### config.mk
export PLATFORM = sky130hd
export DESIGN_NAME = rcbs_divider
export DESIGN_NICKNAME = d
export VERILOG_FILES = /design/src/rtl/core/rcbs_pkg.sv /design/src/rtl/core/rcbs_divider.sv
export SDC_FILE = /design/constraint.sdc
export NUM_CORES = 1
export LEC_CHECK = 0
export BUFFER_PORTS_ARGS = -buffer_cell sky130_fd_sc_hd__buf_2
export CORE_AREA = 3 3 150 261
export DETAILED_ROUTE_END_ITERATION = 8
export DIE_AREA = 0 0 153 264
export HOLD_SLACK_MARGIN = 0.05
export SYNTH_ARGS = -nofsm -noshare
export SYNTH_HDL_FRONTEND = slang
export SYNTH_SLANG_ARGS = --single-unit
### constraint.sdc
create_clock -name aclk -period 5.1 [get_ports aclk]
set_input_delay 0.765 -clock aclk [delete_from_list [all_inputs] [get_ports aclk]]
set_output_delay 0.765 -clock aclk [all_outputs]
set_load 0.005 [all_outputs]
### src/rtl/core/rcbs_pkg.sv
// Package with types, constants and register codes of the coverage binning smoother.
package rcbs_pkg;

    localparam int BIN_COUNT_DEF  = 1048576;
    localparam int MAX_SMOOTH_DEF = 63;

    localparam logic [63:0] SCALE_NORM = 64'd65536000000;
    localparam logic [47:0] VALUE_MAX  = 48'hFFFF_FFFF_FFFF;

    localparam int CFG_IDX_W  = 3;
    localparam int CFG_DATA_W = 32;
    localparam int IN_DATA_W  = 80;
    localparam int OUT_DATA_W = 112;

    localparam logic [CFG_IDX_W-1:0] REG_BIN_WIDTH  = 3'd0;
    localparam logic [CFG_IDX_W-1:0] REG_FRAG_SHIFT = 3'd1;
    localparam logic [CFG_IDX_W-1:0] REG_SMOOTH_LEN = 3'd2;
    localparam logic [CFG_IDX_W-1:0] REG_NORMALIZE  = 3'd3;
    localparam logic [CFG_IDX_W-1:0] REG_BINS_USE   = 3'd4;

    typedef enum logic [3:0] {
        ST_CLEAR,
        ST_IDLE,
        ST_ADD_DIV,
        ST_ADD_RD,
        ST_ADD_WR,
        ST_Q_MUL,
        ST_Q_SUM,
        ST_Q_DEN,
        ST_Q_NUM,
        ST_Q_DIV,
        ST_Q_RND,
        ST_OUT
    } rcbs_state_t;

    typedef struct packed {
        logic start;
        logic busy;
    } rcbs_div_ctl_t;

endpackage

### src/rtl/core/rcbs_divider.sv
// Shared restoring divider, one quotient bit per cycle, 128-bit dividend by 64-bit divisor.
module rcbs_divider
    import rcbs_pkg::*;
(
    input  logic          aclk,
    input  logic          aresetn,
    input  rcbs_div_ctl_t ctl_in,
    input  logic [127:0]  dividend,
    input  logic [63:0]   divisor,
    output logic          busy,
    output logic [127:0]  quotient,
    output logic [64:0]   remainder
);

    logic [127:0] q_reg, q_next;
    logic [64:0]  r_reg, r_next;
    logic [6:0]   cnt_reg, cnt_next;
    logic         busy_reg, busy_next;
    logic [64:0]  shifted;

    always_comb begin
        q_next    = q_reg;
        r_next    = r_reg;
        cnt_next  = cnt_reg;
        busy_next = busy_reg;
        shifted   = {r_reg[63:0], q_reg[127]};
        if (ctl_in.start) begin
            q_next    = dividend;
            r_next    = '0;
            cnt_next  = '0;
            busy_next = 1'b1;
        end else if (busy_reg) begin
            if (shifted >= {1'b0, divisor}) begin
                r_next = shifted - {1'b0, divisor};
                q_next = {q_reg[126:0], 1'b1};
            end else begin
                r_next = shifted;
                q_next = {q_reg[126:0], 1'b0};
            end
            cnt_next = cnt_reg + 7'd1;
            if (cnt_reg == 7'd127) begin
                busy_next = 1'b0;
            end
        end
    end

    always_ff @(posedge aclk) begin
        if (!aresetn) begin
            busy_reg <= 1'b0;
            cnt_reg  <= '0;
        end else begin
            busy_reg <= busy_next;
            cnt_reg  <= cnt_next;
        end
        q_reg <= q_next;
        r_reg <= r_next;
    end

    assign busy      = busy_reg;
    assign quotient  = q_reg;
    assign remainder = r_reg;

`ifndef SYNTHESIS
    a_start_idle: assert property (@(posedge aclk) disable iff (!aresetn)
        ctl_in.start |-> !ctl_in.busy) else $error("divider restarted while busy");
    a_len: assert property (@(posedge aclk) disable iff (!aresetn)
        ctl_in.start |=> busy_reg && cnt_reg == 7'd0) else $error("divider did not start");
    a_stop: assert property (@(posedge aclk) disable iff (!aresetn)
        busy_reg && cnt_reg == 7'd127 && !ctl_in.start |=> !busy_reg)
        else $error("divider ran too long");
`endif

endmodule

==> flow_summary.yaml, run 1 <==
die:
  chipWidth_um: 153
  initial_core_util: 0.3503
  die_h_um: 264
  fp-row-count: 93
  io_pins: 390
  core_area_um2: 37120
  die_area_um2: 40390
critical_path:
  cp-start-kind: "flip-flop"
  cp-end-kind: "flip-flop"
  worst_path_dominant_cell_family: "compound AO/OA/AOI/OAI gates"
  max_stage_delay_ns: 0.49
  worst-setup-path-type: "flip-flop to flip-flop"
  crit_required_ns: 5.54
  cp.arrival_ns: 4.17
  critical_path_peak_fanout: 4
  crit_path_cell_trace: "inv_1 > ha_1 > inv_1 > fa_1 > a211oi_1 > o21ai_0 > o211ai_1 > nand2_1 > a211o_1 > a2111oi_0 > o21bai_1 > xor2_1 > mux2i_1 > a211oi_1"
  slowest_stage: "a2111oi_0"
  cp_num_buf_inv: 2
grt:
  grt_pass1_wl_um: 66900
  grt_overflow_total: 0
  antenna_found_initial: 8
  grt_pass1_vias: 12164
  grtUsageTotal: 0.2071
  grt_max_degree: 121
synth:
  synth_cell_types: 83
  synth-warning-count: 0
  netlist_area_um2: 13000
  synth_edf_count: 128
  avgSynthCellArea_um2: 10.10
  netlist.top_cell.by_area: "edfxtp_1"
  synth.ff_latch_count: 201
  synth_area_leaders: "edfxtp_1 (30%), dfxtp_1 (11%), mux2_2 (11%), ha_1 (6.3%), mux2i_1 (4.1%)"
  mappedNetlistNets: 1550
  syn_inst: 1288
  ys.flop_type: "edfxtp_1"
  synth-async-reset-ratio: 0
  synth_top_cells_by_count: "edfxtp_1 (128), mux2_2 (128), nor2_1 (104), nand2_1 (86), a21oi_1 (83)"
  synth.top_cell.area_share: 0.2956
  ys_seq_area_frac: 0.4080
power_and_ir_drop:
  power_w: 0.004773
  p_per_area_nw_per_um2: 299.2
  leakagePower_nw: 7.017
  vdd_drop_max_mv: 0.3050
clock_network:
  cts_made_buffers: 22
  cts.repair.resized: 0
  clk_path_buf_depth: 3
  insertion_delay_ns: 0.53
  cts_tree: "yes"
  cts_num_sinks: 201
  post_cts.repair.setup_buffers: 0
  hold_buffers: 0
  htree_levels: 1
  path_clk_slew_ns: 0.08
  cts.root.buffer_cell: "clkbuf_16"
drt:
  vias: 11447
  wl_per_cell_um: 20.53
  drt-pass1-iter-count: 5
  vias_per_cell: 5.357
  postRouteAntennaNets: 0
  post-route-drc-count: 0
  wirelength_um: 43870
  drtIter0Drc: 456
final_layout:
  seq_area_um2: 5309
  stdcell_count: 2137
  areaGrowthSynthToFinish_pct: 22.67
  layout-drive-gt1-share: 0.3510
  multi_input_area_um2: 7022
  nFillCells: 3602
  fin_area_um2: 15950
  nets: 1907
  largest_register_ffs: 128
sta:
  finalHoldViolations: 0
  skew_ns: 0.01878
  finalSetupTns_ns: 0
  max_freq_ghz: 0.2681
  max-slew-margin-rel: 0.3757
  fin_crit_sh: 0.7312
  rsz0062_at_grt: "false"
  finalMaxSlewViolations: 0
  setup_viol: 0
  min_period_ns: 3.729
  tightest_slew_ns: 0.9364
status:
  status: "finished, final reports clean"
flow_run:
  cap_violations: 0
placed_design:
  gp_congestion: 0.9035
  post-place-cells: 2096
  io_buffers: 388
  dpl.hpwl_um: 34460
  place_area_um2: 15290
hold_path:
  hp-class: "primary input to flip-flop"
==> cells in the final DEF, fill, tap and decap left out, drive strengths merged, types with 23 or more instances in the layout <==
| master | instances |
|---|---|
| edfxtp | 128 |
| xnor2 | 30 |
| a211oi | 52 |
| a21oi | 84 |
| a21o | 28 |
| clkbuf | 28 |
| o21ai | 59 |
| dfxtp | 73 |
| inv | 83 |
| nand2 | 87 |
| ha | 65 |
| nor2 | 105 |
| nand4 | 23 |
| mux2i | 53 |
| xor2 | 29 |
| mux2 | 128 |
| buf | 399 |
==> routing by layer <==
layer | track usage | vias to the layer above | wire (um)
met2 | 0.4066 | 448 | 24180
met3 | 0.05163 | 109 | 3130
met5 | 0 | - | 60
li1 | - | 5499 | -
met1 | 0.1985 | 5383 | 14450
met4 | 0.09520 | 8 | 2044
==> through the flow <==
stage,worst slack (ns),util,hold WS (ns)
2_1_floorplan,0.7944,-,0.4580
3_3_place_gp,0.8804,0.4119,0.4698
3_5_place_dp,0.8217,0.4119,0.4864
4_1_cts,1.367,0.4297,0.4661
5_1_grt,1.019,0.4297,0.4780
6_report,1.371,0.4297,0.4919
==> logic make-up after synthesis <==
| logic type | synth area share |
|---|---|
| mux | 0.1516 |
| fa+ha+maj | 0.06408 |
| compound gates | 0.1731 |
| flops | 0.4080 |
| buf+inv | 0.05206 |
| simple gates | 0.1114 |
| xor+xnor | 0.03974 |
==> power breakdown <==
part,internal [W],switching (W)
clock network,0.000827,0.000702
logic,0.000537,0.000669
registers,0.00191,0.000125
==> worst paths after layout <==
kind | startpoint | to | slack [ns] | cells after the start
setup reg to reg | quotient[127] | remainder[44] | 1.37 | 14
hold / removal | aresetn | busy | 0.49 | 2
setup / recovery | quotient[127] | remainder[44] | 1.37 | 14
hold reg to reg | cnt_reg[5] | cnt_reg[5] | 0.49 | 2
==> cell type report <==
class | count | share of cell area
Clock buffer | 28 | 0.03726
Antenna cell | 1 | 0.0001569
Tap cell | 475 | 0.03726
Timing Repair Buffer | 399 | 0.1289
Inverter | 82 | 0.01945
Multi-Input combinational cell | 939 | 0.4402
Clock inverter | 12 | 0.004000
Sequential cell | 201 | 0.3328
Note: power is estimated with default switching activity, not from simulation.
==> run 2: changes to the inputs <==
==> constraint.sdc (replaced) <==
create_clock -name aclk -period 3 [get_ports aclk]
set_input_delay 0.45 -clock aclk [delete_from_list [all_inputs] [get_ports aclk]]
set_output_delay 0.45 -clock aclk [all_outputs]
set_load 0.005 [all_outputs]
==> flow_summary.yaml, run 2 (synthesis results as in run 1) <==
status:
  status: "finished with violations"
  violations: "setup timing"
critical_path:
  critical_path_peak_fanout: 3
  rr_worst_depth: 15
  cp-end-kind: "flip-flop"
  r2r_start: "quotient[127]"
  cp-start-kind: "flip-flop"
  cp.arrival_ns: 3.47
  crit_required_ns: 3.45
  worst-setup-path-type: "flip-flop to flip-flop"
  r2r-end: "remainder[26]"
  rrSetupSlack_ns: -0.03
final_layout:
  final_cell_mix: "buf_2 (387), buf_4 (254), mux2_2 (128), edfxtp_1 (128), nor2_1 (100)"
  multi_input_area_um2: 7784
  layout_commonest_cell: "buf_2"
  areaGrowthSynthToFinish_pct: 46.51
  stdcell_count: 2413
  layout-drive-gt1-share: 0.5003
  seq_area_um2: 5323
  nFillCells: 3435
  utilization: 0.5133
  largest_register_ffs: 128
  fin_area_um2: 19050
  nets: 2183
sta:
  min_period_ns: 3.027
  finalSetupTns_ns: -0.05167
  tightest_slew_ns: 0.7271
  max_freq_ghz: 0.3304
  max-slew-margin-rel: 0.5115
  rsz0062_at_grt: "true"
  skew_ns: 0.01626
  setup_ws_ns: -0.02709
  setup_viol: 3
  fin_crit_sh: 1.009
  finalHoldViolations: 0
  finalMaxSlewViolations: 0
placed_design:
  place_area_um2: 17270
  post-place-ws_ns: -0.4698
  post-place-cells: 2347
  gp_congestion: 0.9444
  io_buffers: 388
  dpl.hpwl_um: 38450
power_and_ir_drop:
  p_int_w: 0.006142
  p_per_area_nw_per_um2: 474.9
  seqPwrFrac: 0.381
  pwr-share-clk: 0.299
  leakagePower_nw: 8.536
  swShare: 0.3212
  p_switching_w: 0.002906
  vdd_drop_max_mv: 0.5100
  power_frac_comb: 0.320
grt:
  grt_pass1_wl_um: 73030
  grt_max_degree: 121
  grt_pass1_vias: 13480
  grt_overflow_total: 0
  grtUsageTotal: 0.2280
  antenna_found_initial: 9
hold_path:
  hold_end: "busy"
  hp-start: "aresetn"
  hp-class: "primary input to flip-flop"
  hold-path-cell-count: 2
clock_network:
  hold_buffers: 0
  cts_made_buffers: 22
  insertion_delay_ns: 0.54
  htree_levels: 1
  cts_num_sinks: 201
  cts.root.buffer_cell: "clkbuf_16"
  clk_path_buf_depth: 3
  cts_tree: "yes"
  path_clk_slew_ns: 0.07
drt:
  drt-pass1-iter-count: 7
  vias: 12654
  wirelength_um: 49270
  post-route-drc-count: 0
  postRouteAntennaNets: 0
  wl_per_cell_um: 20.42
  vias_per_cell: 5.244
  drtIter0Drc: 533
flow_run:
  cap_violations: 0
die:
  initial_core_util: 0.3503
  die_h_um: 264
  chipWidth_um: 153
  fp-row-count: 93
  core_area_um2: 37120
  die_area_um2: 40390
  io_pins: 390
## run 2: repair_timing
action,CTS,global route
setup buffers,13,11
pin swaps,37,42
gates resized for setup,73,94
setup endpoints to repair,64,66
gates cloned,0,2
## run 2: layout make-up
| cell class | instances | share of cell area |
|---|---|---|
| Multi-Input combinational cell | 939 | 0.4086 |
| Antenna cell | 1 | 0.0001313 |
| Inverter | 82 | 0.01635 |
| Sequential cell | 201 | 0.2794 |
| Timing Repair Buffer | 675 | 0.2283 |
| Clock buffer | 24 | 0.03041 |
| Tap cell | 475 | 0.03119 |
| Clock inverter | 16 | 0.005714 |
## run 2: power groups by stage
stage / Clock, W / Combinational [W] / Sequential (W)
floorplan: 0 / 0.00132 / 0.00348
detailed placement: 0 / 0.00258 / 0.00349
global route: 0.00288 / 0.00311 / 0.00348
finish: 0.00271 / 0.00289 / 0.00345
global placement: 0 / 0.00256 / 0.00349
CTS: 0.00280 / 0.00271 / 0.00345
## run 2: routing by layer
metal | GRT usage | share of wire | vias to the layer above | routed length [um]
met4 | 0.1210 | 0.060 | 10 | 2973
met5 | 0 | 0.00091 | - | 45
met3 | 0.05261 | 0.065 | 162 | 3181
met1 | 0.2062 | 0.32 | 5974 | 15670
met2 | 0.4570 | 0.56 | 484 | 27410
li1 | - | - | 6024 | -
## run 2: per-stage QoR
step | total power (W) | hold WS (ns)
3_3_place_gp | 0.006046 | 0.4671
5_1_grt | 0.009476 | 0.1552
6_report | 0.009048 | 0.1427
2_1_floorplan | 0.004802 | 0.4580
3_5_place_dp | 0.006073 | 0.4844
4_1_cts | 0.008962 | 0.1135
## run 2: how the worst max path moves through the flow
stage / start / end / slack (ns) / depth (start not counted)
final: quotient[127] / remainder[26] / -0.03 / 15
after global routing: quotient[127] / remainder[30] / -0.17 / 15
after CTS: remainder[19] / remainder[19] / -0.06 / 15
after detailed placement: divisor[0] / remainder[44] / -0.47 / 14
after global placement: divisor[28] / remainder[19] / -0.46 / 15
after floorplan: ctl_in[1] / quotient[0] / -0.20 / 4
## run 2: worst max-delay path, stage by stage, from the launching register on
cell	delay, ns
edfxtp_1	0.41
inv_2	0.09
ha_4	0.13
inv_2	0.03
fa_2	0.34
a211oi_2	0.27
o21ai_1	0.09
o211ai_1	0.21
a21oi_2	0.13
buf_4	0.17
or3_4	0.34
a21oi_2	0.16
buf_4	0.14
xnor2_1	0.10
mux2i_1	0.09
a211oi_1	0.23
